==> src/rtl/core/cbor_pkg.sv <==
// Package: shared types and constants of the CBOR item delimiter.
`timescale 1ns / 1ps
`default_nettype none
package cbor_pkg;
    localparam int MaxDepth  = 8;
    localparam int DepthW    = 4;
    localparam int IdxW      = 3;
    localparam logic [4:0] InfoArg = 5'h18;

    typedef enum logic [2:0] {
        ST_OK       = 3'd0,
        ST_MAJOR7   = 3'd1,
        ST_INFO     = 3'd2,
        ST_DEEP     = 3'd3,
        ST_MAPCOUNT = 3'd4
    } status_t;

    typedef enum logic [2:0] {
        CMD_CLOSE = 3'd0,
        CMD_OPEN  = 3'd1,
        CMD_FAIL  = 3'd2,
        CMD_NONE  = 3'd3
    } cmd_t;

    // one classified word from front to back
    typedef struct packed {
        cmd_t        cmd;
        logic [63:0] count;
        status_t     code;
        logic [31:0] bytes;
    } job_t;
endpackage
`default_nettype wire

==> src/rtl/core/cbor_item_delimiter_top.sv <==
// Top level of the CBOR top-level item delimiter.
`timescale 1ns / 1ps
`default_nettype none
// Takes a CBOR stream one byte word per handshake and emits one word per
// completed top-level item (byte length, saturating at 32 bits) or per error
// (length 0, status 1..4), after which parsing restarts at a head byte.
// The front holds one job at a time and takes no new byte until the back has
// finished it. A byte that only advances the parse (argument byte, string
// payload byte, tag head, string head) raises no job; a byte that opens a
// container or raises an error is finished once the back takes it; a byte that
// closes an element waits while the back walks the stack, one entry being read
// and decremented per cycle for each enclosing container that it closes. A job
// also waits while a result word is held by m_tready low. No clearing pass
// after reset: stack entries are only read after they have been pushed.
module cbor_item_delimiter_top (
    input  wire logic        clk,
    input  wire logic        rst_n,
    input  wire logic [7:0]  s_tdata,   // data_byte
    input  wire logic        s_tvalid,
    output logic             s_tready,
    output logic [39:0]      m_tdata,   // item_length[31:0], status[34:32]
    output logic             m_tvalid,
    input  wire logic        m_tready
);
    import cbor_pkg::*;

    job_t job;
    logic job_valid, job_ready, flush;

    // front's job handshake: back signals job_ready once the job is finished
    cbor_front u_front (
        .clk(clk), .rst_n(rst_n), .data_byte(s_tdata), .in_valid(s_tvalid),
        .in_ready(s_tready), .job(job), .job_valid(job_valid),
        .job_ready(job_ready), .flush(flush)
    );

    cbor_back u_back (
        .clk(clk), .rst_n(rst_n), .job(job), .job_valid(job_valid),
        .job_ready(job_ready), .flush(flush), .m_tdata(m_tdata),
        .m_tvalid(m_tvalid), .m_tready(m_tready)
    );
endmodule
`default_nettype wire

==> src/rtl/core/cbor_front.sv <==
// Front: decodes heads, arguments and string payloads into jobs.
`timescale 1ns / 1ps
`default_nettype none
module cbor_front (
    input  wire logic         clk,
    input  wire logic         rst_n,
    input  wire logic [7:0]   data_byte,
    input  wire logic         in_valid,
    output logic              in_ready,
    output cbor_pkg::job_t    job,
    output logic              job_valid,
    input  wire logic         job_ready,
    input  wire logic         flush
);
    import cbor_pkg::*;

    typedef enum logic [2:0] {
        PH_HEAD = 3'b001,
        PH_ARG  = 3'b010,
        PH_PAY  = 3'b100
    } phase_t;

    phase_t      phase_reg, phase_next;
    logic [2:0]  major_reg, major_next;
    logic [3:0]  left_reg, left_next;
    logic [63:0] acc_reg, acc_next;
    logic [63:0] pay_reg, pay_next;
    logic [31:0] cnt_reg, cnt_next;
    logic [31:0] cnt_inc;
    job_t        job_reg;
    job_t        j;
    logic        emit;
    logic [63:0] arg;
    logic [2:0]  maj;
    logic [4:0]  info;
    logic        fire;

    // one job in flight: wait for the back to finish before next word
    logic busy_reg;
    assign in_ready = !busy_reg;
    assign fire     = in_valid && in_ready;
    assign job_valid = busy_reg;
    assign job      = job_reg;

    always_comb
    begin
        phase_next = phase_reg;
        major_next = major_reg;
        left_next  = left_reg;
        acc_next   = acc_reg;
        pay_next   = pay_reg;
        cnt_inc    = (cnt_reg == 32'hFFFF_FFFF) ? cnt_reg : cnt_reg + 32'd1;
        cnt_next   = cnt_inc;
        emit       = 1'b0;
        j.cmd      = CMD_NONE;
        j.count    = 64'd0;
        j.code     = ST_OK;
        j.bytes    = cnt_inc;
        arg        = 64'd0;
        maj        = major_reg;
        info       = data_byte[4:0];
        case (phase_reg)
            PH_ARG:
            begin
                acc_next  = {acc_reg[55:0], data_byte};
                left_next = left_reg - 4'd1;
                if (left_next == 4'd0)
                begin
                    emit = 1'b1;
                    arg  = acc_next;
                end
            end
            PH_PAY:
            begin
                pay_next = pay_reg - 64'd1;
                if (pay_next == 64'd0)
                begin
                    emit  = 1'b1;
                    j.cmd = CMD_CLOSE;
                    phase_next = PH_HEAD;
                end
            end
            default:
            begin
                maj        = data_byte[7:5];
                major_next = maj;
                if (maj == 3'd7)
                begin
                    j.cmd = CMD_FAIL; j.code = ST_MAJOR7; emit = 1'b1;
                end
                else if (info >= 5'd28)
                begin
                    j.cmd = CMD_FAIL; j.code = ST_INFO; emit = 1'b1;
                end
                else if (info < InfoArg)
                begin
                    emit = 1'b1;
                    arg  = {59'd0, info};
                end
                else
                begin
                    acc_next   = 64'd0;
                    left_next  = 4'd1 << info[1:0];
                    phase_next = PH_ARG;
                end
            end
        endcase
        // head complete: dispatch by major type
        if (emit && j.cmd == CMD_NONE && !(phase_reg == PH_PAY))
        begin
            phase_next = PH_HEAD;
            case (maj)
                3'd0, 3'd1: j.cmd = CMD_CLOSE;
                3'd2, 3'd3:
                    if (arg == 64'd0) j.cmd = CMD_CLOSE;
                    else
                    begin
                        pay_next = arg; phase_next = PH_PAY; emit = 1'b0;
                    end
                3'd4:
                    if (arg == 64'd0) j.cmd = CMD_CLOSE;
                    else
                    begin
                        j.cmd = CMD_OPEN; j.count = arg;
                    end
                3'd5:
                    if (arg == 64'd0) j.cmd = CMD_CLOSE;
                    else if (arg[63])
                    begin
                        j.cmd = CMD_FAIL; j.code = ST_MAPCOUNT;
                    end
                    else
                    begin
                        j.cmd = CMD_OPEN; j.count = {arg[62:0], 1'b0};
                    end
                3'd6: emit = 1'b0;
                default:
                begin
                    j.cmd = CMD_FAIL; j.code = ST_MAJOR7;
                end
            endcase
        end
        if (j.cmd == CMD_FAIL)
        begin
            phase_next = PH_HEAD;
            major_next = 3'd0;
            left_next  = 4'd0;
            acc_next   = 64'd0;
            pay_next   = 64'd0;
        end
    end

    always_ff @(posedge clk or negedge rst_n)
    begin
        if (!rst_n)
        begin
            phase_reg <= PH_HEAD;
            major_reg <= 3'd0;
            left_reg  <= 4'd0;
            acc_reg   <= 64'd0;
            pay_reg   <= 64'd0;
            cnt_reg   <= 32'd0;
            busy_reg  <= 1'b0;
            job_reg   <= '0;
        end
        else
        begin
            if (fire)
            begin
                phase_reg <= phase_next;
                major_reg <= major_next;
                left_reg  <= left_next;
                acc_reg   <= acc_next;
                pay_reg   <= pay_next;
                if (emit)
                begin
                    busy_reg <= 1'b1;
                    job_reg  <= j;
                end
            end
            else if (busy_reg && job_ready)
                busy_reg <= 1'b0;
            // back reports item end or error: count restarts
            if (flush)
                cnt_reg <= 32'd0;
            else if (fire)
                cnt_reg <= cnt_next;
        end
    end
endmodule
`default_nettype wire

==> src/rtl/core/cbor_back.sv <==
// Back: nesting stack, cascading closes and result register.
`timescale 1ns / 1ps
`default_nettype none
module cbor_back (
    input  wire logic           clk,
    input  wire logic           rst_n,
    input  wire cbor_pkg::job_t job,
    input  wire logic           job_valid,
    output logic                job_ready,
    output logic                flush,
    output logic [39:0]         m_tdata,
    output logic                m_tvalid,
    input  wire logic           m_tready
);
    import cbor_pkg::*;

    typedef enum logic [1:0] {
        BK_IDLE = 2'b01,
        BK_POP  = 2'b10
    } bk_t;

    bk_t               st_reg, st_next;
    logic [DepthW-1:0] lvl_reg, lvl_next;
    logic [63:0]       stack [MaxDepth];
    logic [63:0]       top_reg;
    logic [31:0]       bytes_reg, bytes_next;
    logic [39:0]       tdata_reg, tdata_next;
    logic              full_reg, full_next;
    logic              out_free;
    logic              take;
    logic              is_last;
    logic              push;
    logic              dec;
    logic [IdxW-1:0]   ti;
    logic [IdxW-1:0]   rd_idx;

    assign m_tvalid = full_reg;
    assign m_tdata  = tdata_reg;
    assign out_free = !full_reg || m_tready;
    assign take     = st_reg == BK_IDLE && job_valid && out_free;
    assign is_last  = top_reg == 64'd1;
    assign ti       = IdxW'(lvl_reg - DepthW'(1));
    assign push     = take && job.cmd == CMD_OPEN && lvl_reg < DepthW'(MaxDepth);
    assign dec      = st_reg == BK_POP && lvl_reg != '0;
    // popping a level: fetch the entry beneath it for the next cycle
    assign rd_idx   = (dec && is_last) ? IdxW'(lvl_reg - DepthW'(2)) : ti;

    always_ff @(posedge clk)
    begin
        top_reg <= stack[rd_idx];
        if (push)
            stack[lvl_reg[IdxW-1:0]] <= job.count;
        else if (dec)
            stack[ti] <= top_reg - 64'd1;
    end

    always_comb
    begin
        st_next    = st_reg;
        lvl_next   = lvl_reg;
        bytes_next = bytes_reg;
        tdata_next = tdata_reg;
        full_next  = full_reg && !m_tready;
        job_ready  = 1'b0;
        flush      = 1'b0;
        case (st_reg)
            BK_POP:
            begin
                // top_reg holds entry at lvl-1
                if (lvl_reg == '0)
                begin
                    tdata_next = {5'd0, ST_OK, bytes_reg};
                    full_next  = 1'b1;
                    flush      = 1'b1;
                    job_ready  = 1'b1;
                    st_next    = BK_IDLE;
                end
                else if (!is_last)
                begin
                    job_ready = 1'b1;
                    st_next   = BK_IDLE;
                end
                else
                    lvl_next = lvl_reg - DepthW'(1);
            end
            default:
                if (take)
                begin
                    bytes_next = job.bytes;
                    job_ready  = 1'b1;
                    case (job.cmd)
                        CMD_OPEN:
                            if (lvl_reg >= DepthW'(MaxDepth))
                            begin
                                tdata_next = {5'd0, ST_DEEP, 32'd0};
                                full_next  = 1'b1;
                                flush      = 1'b1;
                                lvl_next   = '0;
                            end
                            else
                                lvl_next = lvl_reg + DepthW'(1);
                        CMD_FAIL:
                        begin
                            tdata_next = {5'd0, job.code, 32'd0};
                            full_next  = 1'b1;
                            flush      = 1'b1;
                            lvl_next   = '0;
                        end
                        CMD_CLOSE:
                        begin
                            job_ready = 1'b0;
                            st_next   = BK_POP;
                        end
                        default: ;
                    endcase
                end
        endcase
    end

    always_ff @(posedge clk or negedge rst_n)
    begin
        if (!rst_n)
        begin
            st_reg    <= BK_IDLE;
            lvl_reg   <= '0;
            bytes_reg <= 32'd0;
            tdata_reg <= 40'd0;
            full_reg  <= 1'b0;
        end
        else
        begin
            st_reg    <= st_next;
            lvl_reg   <= lvl_next;
            bytes_reg <= bytes_next;
            tdata_reg <= tdata_next;
            full_reg  <= full_next;
        end
    end
endmodule
`default_nettype wire

==> config.mk <==
export PLATFORM = sky130hd
export DESIGN_NAME = cbor_item_delimiter_top
export DESIGN_NICKNAME = d
export VERILOG_FILES = /design/src/rtl/core/cbor_pkg.sv /design/src/rtl/core/cbor_item_delimiter_top.sv /design/src/rtl/core/cbor_front.sv /design/src/rtl/core/cbor_back.sv
export SDC_FILE = /design/constraint.sdc
export NUM_CORES = 2
export LEC_CHECK = 0
export BUFFER_PORTS_ARGS = -buffer_cell sky130_fd_sc_hd__buf_2
export CELL_PAD_IN_SITES_DETAIL_PLACEMENT = 0
export CELL_PAD_IN_SITES_GLOBAL_PLACEMENT = 1
export CORE_ASPECT_RATIO = 1.5
export CORE_UTILIZATION = 56
export DETAILED_ROUTE_END_ITERATION = 10
export GPL_TIMING_DRIVEN = 0
export PLACE_DENSITY = 0.87
export SLEW_MARGIN = 20
export SYNTH_ARGS = -nofsm -noshare
export SYNTH_HDL_FRONTEND = slang
export SYNTH_HIERARCHICAL = 1
export SYNTH_SLANG_ARGS = --single-unit
==> constraint.sdc <==
create_clock -name clk -period 15.2 [get_ports clk]
set_input_delay 3.04 -clock clk [delete_from_list [all_inputs] [get_ports clk]]
set_output_delay 3.04 -clock clk [all_outputs]
set_load 0.005 [all_outputs]
# Yosys cells after proc, flatten, opt, wreduce, memory -nomap -nowiden
# Memories as Yosys holds them, arrays and structs flattened. A register that Yosys moved wholly into a read port is not among the register bits.
# Cells that the tools add are included.
# totals
inputBits	12
reg_bits	344
n_memories	1
ramBits	512
# mem_list
memory	depth	word_bits	read_ports	rd_clocked_by_memory_dff	wr	line_no	text
u_back.stack	8	64	1	1	1	cbor_back.sv:24	logic [63:0] stack [MaxDepth];
# op_classes
bitwise_logic	1
n_shift	1
eq_ne	32
n_mux	105
n_addsub	7
n_reduce_logical	41
n_lt_le_gt_ge	4
# ops
op	n
2-to-1 mux 64 bit	11
one-hot mux 64 bit (2 select lines)	2
2-to-1 mux 56 bit	4
2-to-1 mux 40 bit	4
zero test 64 bit	2
subtractor 64 x 1 -> 64 bit (second input constant)	2
one-hot mux 56 bit (2 select lines)	1
2-to-1 mux 32 bit	3
one-hot mux 40 bit (2 select lines)	1
2-to-1 mux 70 bit	1
2-to-1 mux 67 bit	1
== test 64 x 1 -> 1 bit (second input constant)	1
OR reduction 64 bit	1
2-to-1 mux 3 bit	18
2-to-1 mux 4 bit	9
adder 32 x 1 -> 32 bit (second input constant)	1
== test 32 bit (second input constant)	1
2-to-1 mux 1 bit	31
== test 3 x 2 -> 1 bit (second input constant)	6
one-hot mux 3 bit (2 select lines)	3
2-to-1 mux 2 bit	8
one-hot mux 4 bit (2 select lines)	2
== test 3 bit (second input constant)	5
inequality test 3 bit (second input constant)	5
35 further kinds	68

# Longest topological paths before layout
# logic_depth
depth_word	12
ltp_mapped	18
mapped_depth_nobuf	11

# By module
# The synthesis kept the hierarchy.
# by_module_without_submodules
module	n_inst	cells_per_inst	area_per_inst_um2	seq_area_each_um2
cbor_back	1	2224	29119.2	18509.0
cbor_front	1	1574	14814.2	6607.6

# Least setup slack after synthesis
# No wires, ideal clock.
# synth_path
path_kind	input-to-reg
startpoint	input port m_tready
endpoint	memory u_back.stack[1][0] (enable)
path_buffers	1
stages	7
setup_slack_ns	7.828
arrival_time_ns	6.880
setup_time_ns	0.493
path_cell_list	nand2b_1 > nand3_1 > or2_2 > clkbuf_1 > nor3_1 > a21oi_1 > nor2b_1
# synth_between
elab_chain_cells	8
elab_cells_between_ends	11
classes_between	mux: 6; reduce/logical: 5
# synth_lines
element	line_no	text
start: declaration	cbor_item_delimiter_top.sv:23	input wire logic m_tready
logical OR 1 bit *	cbor_back.sv:39	assign out_free = !full_reg || m_tready;
logical AND 1 bit *	cbor_back.sv:40	assign take = st_reg == BK_IDLE && job_valid && out_free;
logical AND 1 bit * (2 in series)	cbor_back.sv:43	assign push = take && job.cmd == CMD_OPEN && lvl_reg < DepthW'(MaxDepth);
2-to-1 mux 1 bit	cbor_back.sv:51	if (push)
2-to-1 mux 1 bit (implied by the code)	cbor_back.sv:54	stack[ti] <= top_reg - 64'd1;
OR reduction 64 bit (no line)	n/a	
2-to-1 mux 3 bit (no line) or 2-to-1 mux 1 bit (tied branches)	n/a	
end: declaration	cbor_back.sv:24	
# Mark *: on every way between the ends. The rest lies on a longest branch, timed or not.

# Final worst setup path
# layout_path
startpoint	register u_back.lvl_reg[0]
endpoint	memory u_back.stack[6][22] (enable)
# layout_between
elab_chain_cells	7
elab_cells_between_ends	13
classes_between	add/sub: 1; order compare: 1; mux: 7; reduce/logical: 4
# layout_lines
element	line_no	text
start: declaration	cbor_back.sv:23	logic [DepthW-1:0] lvl_reg, lvl_next;
start signal: assignment	cbor_back.sv:133	lvl_reg <= lvl_next;
parallel branches: the longest is 7 deep, another holds < comparator 4 bit	n/a	
# Several ways; the timed one is not identified.

==> impl_metrics.env <==
export IMPL_wl_met1_mm=50.4
export IMPL_seq_area_frac_synth_pct=57.2
export IMPL_wl_met3_mm=10.1
export IMPL_pin_count=54
export IMPL_synth_flop_cell="edfxtp_1"
export IMPL_p_leak_nw=18.3
export IMPL_grt_pass1_vias=34121
export IMPL_yosysWarnings=6
export IMPL_postCtsSetupRepairBufs=0
export IMPL_cp_buffers_inverters=9
export IMPL_seqCellArea_sq_mm=0.0251
export IMPL_synth_edff_count=512
export IMPL_final_cell_mix="edfxtp_1 (512), nand2_1 (471), dfrtp_1 (336)"
export IMPL_grt_overflow=0
export IMPL_synth_cell_types=89
export IMPL_grt_start_max_net_pins=85
export IMPL_cts_tree="yes"
export IMPL_cts_sinks=914
export IMPL_dieHeight_microns=345
export IMPL_final_fill_count=6184
export IMPL_ys_seq_elements=914
export IMPL_netlist_area_sq_mm=0.0439
export IMPL_gp_congestion=0.986
export IMPL_cp_arrival_ns=8.08
export IMPL_syn_to_final_growth_pct=11.7
export IMPL_hold_viol=0
export IMPL_layout_cells_non_filler=5048
export IMPL_final_common_cell="edfxtp_1"
export IMPL_clock_path_buffers=3
export IMPL_fin_nets=3984
export IMPL_cpPeakStageDelay_ns=0.91
export IMPL_route_detailed_drc=0
export IMPL_detailed_place_hpwl_mm=99.4
export IMPL_relSlewSlack_pct=16.5
export IMPL_critPathLaunchType="flip-flop"
export IMPL_routed_wl_mm=139
export IMPL_post_place_cells=4891
export IMPL_setup_viol=0
export IMPL_timing_fmax_mhz=130
export IMPL_cts_max_level=3
export IMPL_cp_max_fo=17
export IMPL_top_layer="met4"
export IMPL_drive_gt1_share_pct=13.1
export IMPL_timing_worst_setup_path_type="flip-flop to flip-flop"
export IMPL_numCtsBuffers=83
export IMPL_maxSlewViolCount=0
export IMPL_largest_reg_flops=512
export IMPL_insertion_delay_ns=0.66
export IMPL_start_util_pct=56.6
export IMPL_wire_per_inst_microns=27.5
export IMPL_dieArea_sq_mm=0.0796
export IMPL_period_share_pct=50.8
export IMPL_drtIter0Drc=3278
export IMPL_end_kind="flip-flop"
export IMPL_peakVddDrop_mv=0.219
export IMPL_postRouteAntennaNets=0
export IMPL_synth_avg_cell_area_sq_um=11.6
export IMPL_port_buffers=43
export IMPL_cp_slowest_cell="clkinv_1"
export IMPL_vias=33766
export IMPL_cts_clk_slew_worst_paths_ns=0.07
export IMPL_multiInputGateArea_sq_mm=0.0175
export IMPL_cellPowerDensity_mw_per_mm2=224
export IMPL_ctsRootBufferMaster="clkbuf_16"
export IMPL_firstDrtPassIters=8
export IMPL_tns_ns=0
export IMPL_cp_required_ns=15.56
export IMPL_viasPerCell=6.69
export IMPL_cp_top_family="buffers and inverters"
export IMPL_postCtsHoldBufs=0
export IMPL_grt_pass1_wl_mm=209
export IMPL_core_area_sq_mm=0.0776
export IMPL_crit_chain="clkbuf_1 -> clkinv_1 -> buf_1 -> clkbuf_1 -> clkbuf_1 -> ha_1 -> clkbuf_1 -> nor2b_1 -> and2_1 -> nor2_1 -> clkbuf_1 -> a32oi_1 -> nor2_4 -> buf_16 -> buf_16"
export IMPL_antenna_found_initial=1
export IMPL_wl_met2_mm=68.4
export IMPL_rows=125
export IMPL_synth_async_reset_ratio_pct=37.0
export IMPL_grt_setup_unrepaired="false"
export IMPL_period_minus_slack_ns=7.72
export IMPL_worst_pin_slew_ns=1.25
export IMPL_crit_top_cell="clkbuf_1"
export IMPL_hold_class="flip-flop to flip-flop"
export IMPL_maxCapViolations=0
export IMPL_cts_resized=0
export IMPL_grt_usage_pct=34.9
export IMPL_synthCells=3798
export IMPL_clock_skew_ns=0.0212
export IMPL_dieWidth_microns=231
export IMPL_outcome="complete, no violations"
[stage by stage]
stage | instance area (sq um) | util [%] | setup WS [ns] | hold slack, ns | power [W]
after floorplan | 43900 | - | 7.83 | 0.433 | 0.00694
after global placement | 45400 | 58.6 | 3.28 | 0.444 | 0.00866
after detailed placement | 46300 | 59.7 | 7.68 | 0.451 | 0.00871
after CTS | 49100 | 63.2 | 7.72 | 0.470 | 0.0109
after global routing | 49100 | 63.2 | 7.43 | 0.485 | 0.0115
final | 49100 | 63.2 | 7.48 | 0.461 | 0.0110
[per-layer routing]
layer  vias up  global-route usage (%)
met2      1667                    59.2
met1     16718                    41.5
li1      14893                       -
met4         0                    22.6
met3       488                    4.94
met5         -                       0
[worst paths after layout]
path,from,to,slack (ns),cells past startpoint
worst min-delay path,u_front/job[0],u_back/bytes_reg[0],0.46,2
min in group asynchronous,rst_n,u_back/m_tdata[17],2.31,1
max in group asynchronous,rst_n,u_front/job[56],11.70,3
worst min register to register,u_front/job[0],u_back/bytes_reg[0],0.46,2
worst max-delay path,u_back/lvl_reg[0],u_back/stack[6][22],7.48,15
worst max register to register,u_back/lvl_reg[0],u_back/stack[6][22],7.48,15
[final cells by class]
type                            count  area share [%]
Tap cell                         1016            2.59
Buffer                            306            2.76
Clock buffer                      105            4.57
Antenna cell                        1         0.00510
Multi-Input combinational cell   2554            35.6
Timing Repair Buffer               73            2.02
Inverter                           28           0.214
Sequential cell                   914            51.2
Clock inverter                     51            1.06
[tightest hold or removal path, stage by stage (launching register included)]
cell	delay, ns
dfrtp_1	0.34
nand2_1	0.05
nand2_1	0.04
[cell families (layout without fill, tap and decap cells)]
kind of cell               count (synthesis)  in the layout  share of synthesized area, %
AOI/OAI and AO/OA                       1061           1061                          17.1
xor gates and xnor gates                 151            151                          3.01
adders and majority gates                 12             12                         0.342
buffers and inverters                    334            563                          3.32
DFF                                      914            914                          57.2
muxes                                    193            193                          6.73
other                                      2              7                        0.0171
and+or+nand+nor                         1131           1131                          12.4
[synth_stat cells (all sizes together) (65+ instances only)]
cell	count	area (sq um)
buf	75	485
a21oi	133	666
clkbuf	231	870
a22oi	72	541
nor3	92	497
xnor2	86	753
nand3	84	425
a22o	69	604
o221ai	113	990
o21ai	334	1690
o22ai	82	513
dfrtp	336	8410
mux2	106	1270
edfxtp	512	15400
xor2	65	569
nor2	211	792
nand2	471	1770
nor4	69	526
[where the power goes]
part / switching [W] / internal, W
sequential: 0.000311 / 0.00304
clock: 0.000951 / 0.00119
combinational: 0.00359 / 0.00190
No activity file was read; power rests on OpenSTA's default activity.
